==> src/hdl/bsa_pkg.sv <==
// Shared types and constants of the buffer slot handle allocator.
// Holds the beat field widths, the action and status codes and the FSM type.
// No dependencies.
`timescale 1ns / 1ps

package bsa_pkg;

  localparam int ACTION_W     = 2;
  localparam int REQ_SIZE_W   = 20;
  localparam int HANDLE_IN_W  = 32;
  localparam int STATUS_W     = 3;
  localparam int HANDLE_OUT_W = 32;
  localparam int SIZE_OUT_W   = 20;
  localparam int SLOT_OUT_W   = 4;

  typedef enum logic [ACTION_W-1:0] {
    ACT_ACQUIRE = 2'd0,
    ACT_VIEW    = 2'd1,
    ACT_RELEASE = 2'd2
  } action_e;

  typedef enum logic [STATUS_W-1:0] {
    ST_OK       = 3'd0,
    ST_CLOSED   = 3'd1,
    ST_BADARG   = 3'd2,
    ST_FULL     = 3'd3,
    ST_NOTFOUND = 3'd4
  } status_e;

  typedef enum logic [3:0] {
    S_IDLE = 4'b0001,
    S_ACQ  = 4'b0010,
    S_LOOK = 4'b0100,
    S_RESP = 4'b1000
  } state_e;

endpackage

==> src/hdl/bsa_req_if.sv <==
// Request channel of the buffer slot handle allocator.
// Carries valid, ready and the request fields; uses bsa_pkg for widths.
`timescale 1ns / 1ps

interface bsa_req_if;
  import bsa_pkg::*;

  logic                   valid;
  logic                   ready;
  logic [ACTION_W-1:0]    action;
  logic [REQ_SIZE_W-1:0]  request_size;
  logic [HANDLE_IN_W-1:0] handle_in;

  modport source (output valid, output action, output request_size, output handle_in,
                  input ready);
  modport sink   (input valid, input action, input request_size, input handle_in,
                  output ready);
endinterface

==> src/hdl/bsa_rsp_if.sv <==
// Response channel of the buffer slot handle allocator.
// Carries valid, ready and the result fields; uses bsa_pkg for widths.
`timescale 1ns / 1ps

interface bsa_rsp_if;
  import bsa_pkg::*;

  logic                    valid;
  logic                    ready;
  logic [STATUS_W-1:0]     status;
  logic [HANDLE_OUT_W-1:0] handle_out;
  logic [SIZE_OUT_W-1:0]   size_out;
  logic [SLOT_OUT_W-1:0]   slot_out;

  modport source (output valid, output status, output handle_out, output size_out,
                  output slot_out, input ready);
  modport sink   (input valid, input status, input handle_out, input size_out,
                  input slot_out, output ready);
endinterface

==> src/hdl/bsa_ram.sv <==
// Generic single-write, single-read RAM with a registered read port.
// No dependencies.
`timescale 1ns / 1ps

module bsa_ram #(
  parameter int WIDTH = 52,
  parameter int DEPTH = 16
) (
  input  logic                                      clk_i,
  input  logic                                      we_i,
  input  logic [((DEPTH > 1) ? $clog2(DEPTH) : 1)-1:0] waddr_i,
  input  logic [WIDTH-1:0]                          wdata_i,
  input  logic                                      re_i,
  input  logic [((DEPTH > 1) ? $clog2(DEPTH) : 1)-1:0] raddr_i,
  output logic [WIDTH-1:0]                          rdata_o
);

  logic [WIDTH-1:0] mem_q [DEPTH];
  logic [WIDTH-1:0] rdata_q;

  always_ff @(posedge clk_i) begin
    if (we_i) begin
      mem_q[waddr_i] <= wdata_i;
    end
    if (re_i) begin
      rdata_q <= mem_q[raddr_i];
    end
  end

  assign rdata_o = rdata_q;

endmodule

==> src/hdl/buffer_slot_handle_allocator_unit.sv <==
// Buffer slot handle allocator: top level with the slot sequencer.
// Depends on bsa_pkg, bsa_req_if, bsa_rsp_if and bsa_ram.
//
//   channel  direction  handshake       fields
//   req_i    in         valid / ready   action, request_size, handle_in
//   rsp_o    out        valid / ready   status, handle_out, size_out, slot_out
//   cfg      in         cfg_we_i        cfg_wdata_i (store_closed)
//
// One request is in flight at a time. A refused request goes from S_IDLE straight to S_RESP
// and the response register. Acquire walks the busy bits one slot a cycle. View and
// release walk the handle/size RAM one slot a cycle with the compare in the cycle after
// the read. Reset frees every slot at once.
// The response register lets a new request start while the last beat waits on rsp_o.
`timescale 1ns / 1ps

module buffer_slot_handle_allocator_unit #(
  parameter int SLOT_COUNT  = 16,
  parameter int HANDLE_BITS = 32,
  parameter int SIZE_BITS   = 20
) (
  input  logic      clk_i,
  input  logic      rst_ni,
  input  logic      cfg_we_i,
  input  logic      cfg_wdata_i,
  bsa_req_if.sink   req_i,
  bsa_rsp_if.source rsp_o
);
  import bsa_pkg::*;

  localparam int IDX_W   = (SLOT_COUNT > 1) ? $clog2(SLOT_COUNT) : 1;
  localparam int ENTRY_W = HANDLE_BITS + SIZE_BITS;
  localparam logic [IDX_W-1:0]       LAST_IDX = IDX_W'(SLOT_COUNT - 1);
  localparam logic [HANDLE_BITS-1:0] HND_ONE  = HANDLE_BITS'(1);

  state_e                  state_q, state_d;
  logic                    closed_q, closed_d;
  logic [SLOT_COUNT-1:0]   busy_q, busy_d;
  logic [HANDLE_BITS-1:0]  nh_q, nh_d, nh_inc;
  logic [IDX_W-1:0]        idx_q, idx_d;
  logic                    iss_done_q, iss_done_d;
  logic                    pend_q, pend_d;
  logic [IDX_W-1:0]        pend_idx_q, pend_idx_d;
  logic                    pend_busy_q, pend_busy_d;
  logic                    out_valid_q, out_valid_d;

  action_e                 act_q, act_d;
  logic [SIZE_BITS-1:0]    size_q, size_d;
  logic [HANDLE_BITS-1:0]  hnd_q, hnd_d;
  status_e                 res_status_q, res_status_d;
  logic [HANDLE_OUT_W-1:0] res_handle_q, res_handle_d;
  logic [SIZE_OUT_W-1:0]   res_size_q, res_size_d;
  logic [SLOT_OUT_W-1:0]   res_slot_q, res_slot_d;
  status_e                 out_status_q, out_status_d;
  logic [HANDLE_OUT_W-1:0] out_handle_q, out_handle_d;
  logic [SIZE_OUT_W-1:0]   out_size_q, out_size_d;
  logic [SLOT_OUT_W-1:0]   out_slot_q, out_slot_d;

  logic                    ram_we, ram_re;
  logic [IDX_W-1:0]        ram_waddr, ram_raddr;
  logic [ENTRY_W-1:0]      ram_wdata, ram_rdata;
  logic [HANDLE_BITS-1:0]  rd_handle;
  logic [SIZE_BITS-1:0]    rd_size;
  logic [SIZE_BITS-1:0]    in_size;
  logic [HANDLE_BITS-1:0]  in_hnd;
  logic                    accept, hit;

  bsa_ram #(
    .WIDTH (ENTRY_W),
    .DEPTH (SLOT_COUNT)
  ) u_slot_ram (
    .clk_i   (clk_i),
    .we_i    (ram_we),
    .waddr_i (ram_waddr),
    .wdata_i (ram_wdata),
    .re_i    (ram_re),
    .raddr_i (ram_raddr),
    .rdata_o (ram_rdata)
  );

  assign rd_handle = ram_rdata[ENTRY_W-1:SIZE_BITS];
  assign rd_size   = ram_rdata[SIZE_BITS-1:0];
  assign in_size   = SIZE_BITS'(req_i.request_size);
  assign in_hnd    = HANDLE_BITS'(req_i.handle_in);
  assign nh_inc    = nh_q + HND_ONE;

  assign req_i.ready      = (state_q == S_IDLE);
  assign accept           = req_i.valid && req_i.ready;
  assign hit              = pend_q && pend_busy_q && (rd_handle == hnd_q);

  assign rsp_o.valid      = out_valid_q;
  assign rsp_o.status     = out_status_q;
  assign rsp_o.handle_out = out_handle_q;
  assign rsp_o.size_out   = out_size_q;
  assign rsp_o.slot_out   = out_slot_q;

  always_comb begin
    state_d      = state_q;
    closed_d     = cfg_we_i ? cfg_wdata_i : closed_q;
    busy_d       = busy_q;
    nh_d         = nh_q;
    idx_d        = idx_q;
    iss_done_d   = iss_done_q;
    pend_d       = 1'b0;
    pend_idx_d   = pend_idx_q;
    pend_busy_d  = pend_busy_q;
    out_valid_d  = out_valid_q && !rsp_o.ready;
    act_d        = act_q;
    size_d       = size_q;
    hnd_d        = hnd_q;
    res_status_d = res_status_q;
    res_handle_d = res_handle_q;
    res_size_d   = res_size_q;
    res_slot_d   = res_slot_q;
    out_status_d = out_status_q;
    out_handle_d = out_handle_q;
    out_size_d   = out_size_q;
    out_slot_d   = out_slot_q;
    ram_we       = 1'b0;
    ram_waddr    = idx_q;
    ram_wdata    = {nh_q, size_q};
    ram_re       = 1'b0;
    ram_raddr    = idx_q;

    unique case (state_q)
      S_IDLE: begin
        if (accept) begin
          act_d        = action_e'(req_i.action);
          size_d       = in_size;
          hnd_d        = in_hnd;
          res_status_d = ST_OK;
          res_handle_d = '0;
          res_size_d   = '0;
          res_slot_d   = '0;
          idx_d        = '0;
          iss_done_d   = 1'b0;
          state_d      = S_RESP;
          unique case (action_e'(req_i.action))
            ACT_ACQUIRE: begin
              if (closed_q) begin
                res_status_d = ST_CLOSED;
              end else if (in_size == '0) begin
                res_status_d = ST_BADARG;
              end else begin
                state_d = S_ACQ;
              end
            end
            ACT_VIEW: begin
              if (in_hnd == '0) begin
                res_status_d = ST_BADARG;
              end else if (closed_q) begin
                res_status_d = ST_CLOSED;
              end else begin
                state_d = S_LOOK;
              end
            end
            ACT_RELEASE: begin
              if (in_hnd == '0) begin
                res_status_d = ST_NOTFOUND;
              end else begin
                state_d = S_LOOK;
              end
            end
            default: begin
              res_status_d = ST_BADARG;
            end
          endcase
        end
      end
      S_ACQ: begin
        if (!busy_q[idx_q]) begin
          ram_we            = 1'b1;
          busy_d[idx_q]     = 1'b1;
          nh_d              = (nh_inc == '0) ? HND_ONE : nh_inc;
          res_handle_d      = HANDLE_OUT_W'(nh_q);
          res_slot_d        = SLOT_OUT_W'(idx_q);
          state_d           = S_RESP;
        end else if (idx_q == LAST_IDX) begin
          res_status_d = ST_FULL;
          state_d      = S_RESP;
        end else begin
          idx_d = idx_q + 1'b1;
        end
      end
      S_LOOK: begin
        // Read of slot idx_q is issued while slot pend_idx_q is compared.
        if (!iss_done_q) begin
          ram_re      = 1'b1;
          pend_d      = 1'b1;
          pend_idx_d  = idx_q;
          pend_busy_d = busy_q[idx_q];
          if (idx_q == LAST_IDX) begin
            iss_done_d = 1'b1;
          end else begin
            idx_d = idx_q + 1'b1;
          end
        end
        if (hit) begin
          res_slot_d = SLOT_OUT_W'(pend_idx_q);
          if (act_q == ACT_RELEASE) begin
            busy_d[pend_idx_q] = 1'b0;
          end else begin
            res_size_d = SIZE_OUT_W'(rd_size);
          end
          state_d = S_RESP;
        end else if (pend_q && (pend_idx_q == LAST_IDX)) begin
          res_status_d = ST_NOTFOUND;
          state_d      = S_RESP;
        end
      end
      S_RESP: begin
        if (!out_valid_q || rsp_o.ready) begin
          out_valid_d  = 1'b1;
          out_status_d = res_status_q;
          out_handle_d = res_handle_q;
          out_size_d   = res_size_q;
          out_slot_d   = res_slot_q;
          state_d      = S_IDLE;
        end
      end
      default: begin
        state_d = S_IDLE;
      end
    endcase
  end

  always_ff @(posedge clk_i or negedge rst_ni) begin
    if (!rst_ni) begin
      state_q     <= S_IDLE;
      closed_q    <= 1'b0;
      busy_q      <= '0;
      nh_q        <= HND_ONE;
      idx_q       <= '0;
      iss_done_q  <= 1'b0;
      pend_q      <= 1'b0;
      out_valid_q <= 1'b0;
    end else begin
      state_q     <= state_d;
      closed_q    <= closed_d;
      busy_q      <= busy_d;
      nh_q        <= nh_d;
      idx_q       <= idx_d;
      iss_done_q  <= iss_done_d;
      pend_q      <= pend_d;
      out_valid_q <= out_valid_d;
    end
  end

  always_ff @(posedge clk_i) begin
    pend_idx_q   <= pend_idx_d;
    pend_busy_q  <= pend_busy_d;
    act_q        <= act_d;
    size_q       <= size_d;
    hnd_q        <= hnd_d;
    res_status_q <= res_status_d;
    res_handle_q <= res_handle_d;
    res_size_q   <= res_size_d;
    res_slot_q   <= res_slot_d;
    out_status_q <= out_status_d;
    out_handle_q <= out_handle_d;
    out_size_q   <= out_size_d;
    out_slot_q   <= out_slot_d;
  end

endmodule

==> src/flat_wrapper.sv <==
// flat-port wrapper written by rule: the top's interface ports become plain ports
module buffer_slot_handle_allocator_unit_flat import bsa_pkg::*;
#(
  parameter int SLOT_COUNT  = 16,
  parameter int HANDLE_BITS = 32,
  parameter int SIZE_BITS   = 20
)
  (clk_i, rst_ni, cfg_we_i, cfg_wdata_i, req_i_valid, req_i_action, req_i_request_size, req_i_handle_in, req_i_ready, rsp_o_valid, rsp_o_status, rsp_o_handle_out, rsp_o_size_out, rsp_o_slot_out, rsp_o_ready);
  bsa_req_if req_i_i ();
  bsa_rsp_if rsp_o_i ();
  input  logic clk_i;
  input  logic rst_ni;
  input  logic cfg_we_i;
  input  logic cfg_wdata_i;
  input wire logic [$bits(req_i_i.valid)-1:0] req_i_valid;
  input wire logic [$bits(req_i_i.action)-1:0] req_i_action;
  input wire logic [$bits(req_i_i.request_size)-1:0] req_i_request_size;
  input wire logic [$bits(req_i_i.handle_in)-1:0] req_i_handle_in;
  output wire logic [$bits(req_i_i.ready)-1:0] req_i_ready;
  output wire logic [$bits(rsp_o_i.valid)-1:0] rsp_o_valid;
  output wire logic [$bits(rsp_o_i.status)-1:0] rsp_o_status;
  output wire logic [$bits(rsp_o_i.handle_out)-1:0] rsp_o_handle_out;
  output wire logic [$bits(rsp_o_i.size_out)-1:0] rsp_o_size_out;
  output wire logic [$bits(rsp_o_i.slot_out)-1:0] rsp_o_slot_out;
  input wire logic [$bits(rsp_o_i.ready)-1:0] rsp_o_ready;
  assign req_i_i.valid = req_i_valid;
  assign req_i_i.action = req_i_action;
  assign req_i_i.request_size = req_i_request_size;
  assign req_i_i.handle_in = req_i_handle_in;
  assign req_i_ready = req_i_i.ready;
  assign rsp_o_valid = rsp_o_i.valid;
  assign rsp_o_status = rsp_o_i.status;
  assign rsp_o_handle_out = rsp_o_i.handle_out;
  assign rsp_o_size_out = rsp_o_i.size_out;
  assign rsp_o_slot_out = rsp_o_i.slot_out;
  assign rsp_o_i.ready = rsp_o_ready;
  buffer_slot_handle_allocator_unit #(.SLOT_COUNT(SLOT_COUNT), .HANDLE_BITS(HANDLE_BITS), .SIZE_BITS(SIZE_BITS)) u_core (.clk_i(clk_i), .rst_ni(rst_ni), .cfg_we_i(cfg_we_i), .cfg_wdata_i(cfg_wdata_i), .req_i(req_i_i), .rsp_o(rsp_o_i));
endmodule
==> config.mk <==
export PLATFORM = sky130hd
export DESIGN_NAME = buffer_slot_handle_allocator_unit_flat
export DESIGN_NICKNAME = d
export VERILOG_FILES = /design/src/hdl/bsa_pkg.sv /design/src/hdl/bsa_req_if.sv /design/src/hdl/bsa_rsp_if.sv /design/src/hdl/bsa_ram.sv /design/src/hdl/buffer_slot_handle_allocator_unit.sv /design/src/flat_wrapper.sv
export SDC_FILE = /design/constraint.sdc
export NUM_CORES = 1
export LEC_CHECK = 0
export BUFFER_PORTS_ARGS = -buffer_cell sky130_fd_sc_hd__buf_4
export CELL_PAD_IN_SITES_DETAIL_PLACEMENT = 2
export CELL_PAD_IN_SITES_GLOBAL_PLACEMENT = 2
export CORE_MARGIN = 3
export CORE_UTILIZATION = 50
export DETAILED_ROUTE_END_ITERATION = 8
export PLACE_DENSITY = 0.75
export RECOVER_POWER = 50
export SYNTH_ARGS = -nofsm -noshare
export SYNTH_HDL_FRONTEND = slang
export SYNTH_SLANG_ARGS = --single-unit
export TNS_END_PERCENT = 100
==> constraint.sdc <==
create_clock -name clk_i -period 5.65 [get_ports clk_i]
set_input_delay 0.565 -clock clk_i [delete_from_list [all_inputs] [get_ports clk_i]]
set_output_delay 0.565 -clock clk_i [all_outputs]
set_load 0.03 [all_outputs]
==> flow_summary.yaml, run 1 <==
timing:
  fmax_ghz: 0.1933
  final.min_clock_period_ps: 5174
  finalSetupViolations: 0
  fin_setup_tns_ps: 0
  rsz0062_at_grt: "false"
  hold_viol: 0
  timing.final.ws_setup_ps: 475.8
  slew_viol_final: 260
  finClkSkew_ps: 26.50
  min_period_over_period_pct: 91.58
  slew_headroom_pct: -194.9
  holdWs_ps: 75.84
  tightest_slew_ps: 4424
place:
  gp_congestion: 0.8137
  pre_cts_slack_ps: 1247
  portBuffers: 120
  post_dp_cell_area_um2: 44780
  place_hpwl_um: 74210
clock_tree:
  h-tree-depth: 3
  hold_buffers: 0
  cts_buffers: 112
  cts_resized: 0
  cts.path.max_buffers: 3
  post_cts_buffers: 0
  root_buffer: "clkbuf_16"
  clk_pin_slew_ps: 70
  worstSkewPairLatency_ps: 720
  clock_sinks: 1121
  tritoncts: "built"
power_and_ir_drop:
  p_leak_nw: 15.49
  power.density_nw_per_um2: 420.1
  peakVddDrop_mv: 0.3697
global_route:
  grt_pass1_wl_um: 196000
  antenna_found_initial: 6
  grtUsageTotal_pct: 31.40
  grt_max_degree: 103
  grt-ovfl-total: 0
  grt_pass1_vias: 23510
drt:
  drtAntennaViolNets: 0
  vias_per_cell: 6.692
  drc: 0
  wl_per_cell_um: 41.53
  vias: 22170
  first_pass_iters: 5
  postRouteWirelength_um: 137600
  drt_iter0_drc: 2955
worst_setup_path:
  worstReg2RegEnd: "u_core.idx_q[3]$_DFFE_PN0P_"
  crit_chain: "clkbuf_1 > nand4_1 > xor2_1 > nor2_1"
  rrSetupSlack_ps: 480
  critical_path_buf_inv_count: 1
  crit_slowest_cell: "clkbuf_1"
  worst-path-stages: 4
  cp_max_fo: 33
  critPathArrivalTime_ps: 5700
  cp-end-kind: "register"
  r2r_start: "u_core.idx_q[2]$_DFFE_PN0P_"
  required_ps: 6180
  crit_family: "buffers and inverters"
  critPathMaxStageDelay_ps: 2400
  critPathKind: "register to register"
  ff2ff_path_depth: 4
  cp-start-kind: "register"
floorplan:
  die_w_um: 297.8
  start_util_pct: 50.72
  die_y_um: 297.8
  die_area_um2: 88690
  ios: 121
  core_area_um2: 83950
  rows: 106
synth:
  synth_ff_type: "edfxtp_1"
  synth_nets: 1979
  synth.avg_cell_area_um2: 22.25
  ys_seq_elements: 1121
  synth_edf_count: 1061
  yosysWarnings: 0
  ys_types: 68
  ys_seq_area_share_pct: 78.36
  synth.cell_area_um2: 42580
  syn_inst: 1914
  async_reset_ff_share_pct: 5.352
worst_hold_path:
  min-delay-start: "req_i_request_size[1]"
  hold_end: "u_core.size_q[1]$_DFFE_PP_"
  hold_depth: 1
  worstHoldPathType: "input port to register"
layout:
  final_net_count: 2143
  syn_to_final_growth_pct: 12.70
  final_area_um2: 47990
  drive_above_1_share_pct: 23.23
  n_antenna_cell: 0
outcome:
  violations: "max-capacitance violations, max-slew violations"
  status: "finished, violations left"
flow_run:
  max-cap-violations: 6
-- sequential cells by signal, indices dropped and copies added, names as in the netlist, 16 cells and up --
signal	flops
u_core.rsp_o.handle_out	32
u_core.size_q	20
u_core.busy_q	16
u_core.nh_q	32
u_core.hnd_q	32
u_core.u_slot_ram.mem_q	832
u_core.res_size_q	20
u_core.res_handle_q	32
u_core.rsp_o.size_out	20
u_core.u_slot_ram.rdata_o	52
-- stage by stage --
step                      std cells  power, W  utilization, %
final                          3312   0.02016           57.16
after CTS                      3312   0.02035           57.70
after floorplan                1914   0.01168               -
after detailed placement       3098   0.01265           53.34
after global routing           3312   0.02073           57.16
after global placement         3098   0.01245           53.34
-- synth_stat cells, drive strengths merged, types with 16 or more instances --
master  count  area, um2
edfxtp   1061      31860
mux4      265       5968
and2       59      369.1
clkbuf     59      222.7
dfrtp      58       1451
xor2       41      359.1
nand2      39      148.9
nor2       39      158.9
nand3      31      160.1
buf        29      142.6
nand4      27      168.9
nor4       27      187.7
xnor2      27      236.5
nor3       17      95.09
and3       16      100.1
-- cells in the final DEF, fill, tap and decap left out, types with 24 or more instances in the layout --
master	instances
nand2_1	38
xor2_1	41
and2_0	44
xnor2_1	27
nand3_1	30
clkbuf_1	135
nor2_1	34
edfxtp_1	1061
clkbuf_16	112
mux4_2	265
nand4_1	27
clkinv_2	34
nor4_1	24
dfrtp_1	55
-- report_power, final --
group,switching [W],leakage [nW],total [W],internal (W)
Clock,0.00352,1.81,0.00770,0.00417
Combinational,0.00139,2.64,0.00232,0.000925
Sequential,0.000436,11.0,0.0101,0.00971
-- cell families after synthesis --
kind of cell,Yosys count,synth area share (%)
AOI/OAI and AO/OA,68,1.202
adders and majority gates,5,0.1469
DFF,1121,78.36
xor gates and xnor gates,68,1.399
and+or+nand+nor,285,3.829
buffers and inverters,98,0.9462
muxes,269,14.12
-- worst reg2reg max path, delay by kind of cell, from the launching register on --
| family | cells | cell delay (ps) |
|---|---|---|
| XOR/XNOR | 1 | 350 |
| flip-flops | 1 | 1650 |
| buffers and inverters | 1 | 2420 |
| AND/OR/NAND/NOR | 2 | 570 |
-- how the worst max path moves through the flow --
stage	slack [ps]	from	endpoint
3_5_place_dp	1250	u_core.hnd_q[28]$_DFFE_PP_	u_core.res_size_q[13]$_SDFFCE_PN0P_
6_report	480	u_core.idx_q[2]$_DFFE_PN0P_	u_core.idx_q[3]$_DFFE_PN0P_
5_1_grt	420	u_core.nh_q[0]$_DFFE_PN1P_	u_core.nh_q[1]$_DFFE_PN0P_
4_1_cts	1030	u_core.nh_q[6]$_DFFE_PN0P_	u_core.nh_q[1]$_DFFE_PN0P_
3_3_place_gp	1560	u_core.idx_q[0]$_DFFE_PN0P_	u_core.u_slot_ram.mem_q[13][15]$_DFFE_PP_
2_1_floorplan	1170	u_core.idx_q[0]$_DFFE_PN0P_	u_core.u_slot_ram.mem_q[15][0]$_DFFE_PP_
-- metal layers --
metal	global-route usage, %	vias up	share of wire (%)	routed length [um]
met4	9.483	2	3.2	4400
met5	0	-	0.0095	13
met3	5.057	278	7.5	10310
li1	-	8305	-	-
met1	43.78	12240	39	53970
met2	51.76	1336	50	68860
-- layout make-up --
cell class,count,area (um2)
flip-flops and latches,1121,33380
well taps,1134,1419
clock buffers,137,2957
inverters,10,37.54
clock inverters,77,699.4
multi-input cells,695,8885
repair buffers,138,613.1
fillers,6808,35970
Note: power is estimated with default switching activity, not from simulation.
==> inputs of run 2 (changes only) <==
Settings changed: CTS_BUF_LIST from default to sky130_fd_sc_hd__clkbuf_16.
==> flow_summary.yaml, run 2 (synthesis results as in run 1) <==
layout:
  layout_commonest_cell: "edfxtp_1"
  drive_above_1_share_pct: 22.87
  final_net_count: 2143
  final_cell_mix: "edfxtp_1, mux4_2, clkbuf_1"
  largest_reg_flops: 832
  syn_to_final_growth_pct: 12.55
  fillers: 6814
  regMostFlops: "u_core.u_slot_ram.mem_q"
clock_tree:
  root_buffer: "clkbuf_16"
  h-tree-depth: 3
  tritoncts: "built"
  worstSkewPairLatency_ps: 730
  clock_sinks: 1121
  cts_buffers: 112
  clk_pin_slew_ps: 70
  hold_buffers: 0
  post_cts_buffers: 0
  cts_resized: 0
  cts.path.max_buffers: 3
drt:
  wl_per_cell_um: 41.38
  postRouteWirelength_um: 137200
  vias_per_cell: 6.720
  first_pass_iters: 5
  drtAntennaViolNets: 0
  drt_iter0_drc: 3036
  drc: 0
  vias: 22280
global_route:
  grt_pass1_wl_um: 196200
  grt_max_degree: 103
  grtUsageTotal_pct: 31.34
  grt_pass1_vias: 23600
  grt-ovfl-total: 0
  antenna_found_initial: 3
timing:
  fin_setup_tns_ps: 0
  final.min_clock_period_ps: 5183
  slew_viol_final: 295
  timing.final.ws_setup_ps: 467.1
  min_period_over_period_pct: 91.73
  finalSetupViolations: 0
  tightest_slew_ps: 4469
  rsz0062_at_grt: "false"
  fmax_ghz: 0.1929
  hold_viol: 0
  finClkSkew_ps: 33.21
  slew_headroom_pct: -197.9
worst_setup_path:
  crit_start: "u_core.idx_q[2]$_DFFE_PN0P_"
  critPathKind: "register to register"
  critPathArrivalTime_ps: 5790
  cp-end-kind: "register"
  r2r_start: "u_core.idx_q[2]$_DFFE_PN0P_"
  cp_max_fo: 33
  required_ps: 6250
  cp-start-kind: "register"
power_and_ir_drop:
  power_w: 0.02003
  power.density_nw_per_um2: 417.9
  peakVddDrop_mv: 0.3406
  p_leak_nw: 15.53
floorplan:
  ios: 121
  die_w_um: 297.8
  die_area_um2: 88690
  die_y_um: 297.8
  start_util_pct: 50.72
  rows: 106
  core_area_um2: 83950
outcome:
  status: "finished, violations left"
  violations: "max-capacitance violations, max-slew violations"
place:
  place_hpwl_um: 74210
  pre_cts_slack_ps: 1247
  portBuffers: 120
  gp_congestion: 0.8137
worst_hold_path:
  worstHoldPathType: "input port to register"
  min-delay-start: "req_i_request_size[14]"
flow_run:
  max-cap-violations: 7
run 2: worst paths after layout:
kind,to,slack (ps),depth (start not counted)
worst max-delay path,u_core.idx_q[3]$_DFFE_PN0P_,470,4
worst min-delay path,u_core.size_q[14]$_DFFE_PP_,80,1
worst max register to register,u_core.idx_q[3]$_DFFE_PN0P_,470,4
worst min register to register,u_core.rsp_o.handle_out[30]$_DFFE_PP_,420,0
max in group asynchronous,u_core.idx_q[3]$_DFFE_PN0P_,1080,1
min in group asynchronous,u_core.state_q[3]$_DFFE_PN0P_,1430,1
run 2: per-layer routing:
metal | vias to the layer above | part of all wire (%) | track usage (%)
met5 | - | 0 | 0
met4 | 0 | 3.5 | 10.34
met3 | 292 | 8.0 | 4.962
met2 | 1477 | 50 | 51.56
met1 | 12180 | 39 | 43.47
li1 | 8325 | - | -
run 2: area by class of cell:
class | instances | area [um2] | share of cell area [%]
inverter | 10 | 37.54 | 0.07832
sequential | 1121 | 33380 | 69.64
antenna | 3 | 7.507 | 0.01566
clock inverter | 102 | 793.3 | 1.655
clock buffer | 112 | 2803 | 5.848
timing repair buffer | 138 | 603.1 | 1.258
tap | 1134 | 1419 | 2.961
multi-input combinational | 695 | 8885 | 18.54
run 2: power by group:
group	switching [W]	total, W	internal (W)	leakage, nW
logic	0.00139	0.00231	0.000924	2.63
registers	0.000426	0.0101	0.00971	11.0
clock network	0.00352	0.00758	0.00406	1.85
run 2: metrics by stage:
| step | hold slack (ps) | instances | area (um2) | utilization (%) |
|---|---|---|---|---|
| after floorplan | 269.4 | 1914 | 42580 | - |
| after global placement | 401.1 | 3098 | 44780 | 53.34 |
| final | 77.62 | 3315 | 47920 | 57.08 |
| after CTS | 14.64 | 3312 | 48380 | 57.62 |
| after global routing | 51.15 | 3312 | 47920 | 57.07 |
| after detailed placement | 406.2 | 3098 | 44780 | 53.34 |
run 2: critical path, cell delays in order, from the launching register on:
cell,delay [ps]
dfrtp_1,1630
clkbuf_1,2440
nand4_1,430
xor2_1,310
nor2_1,190
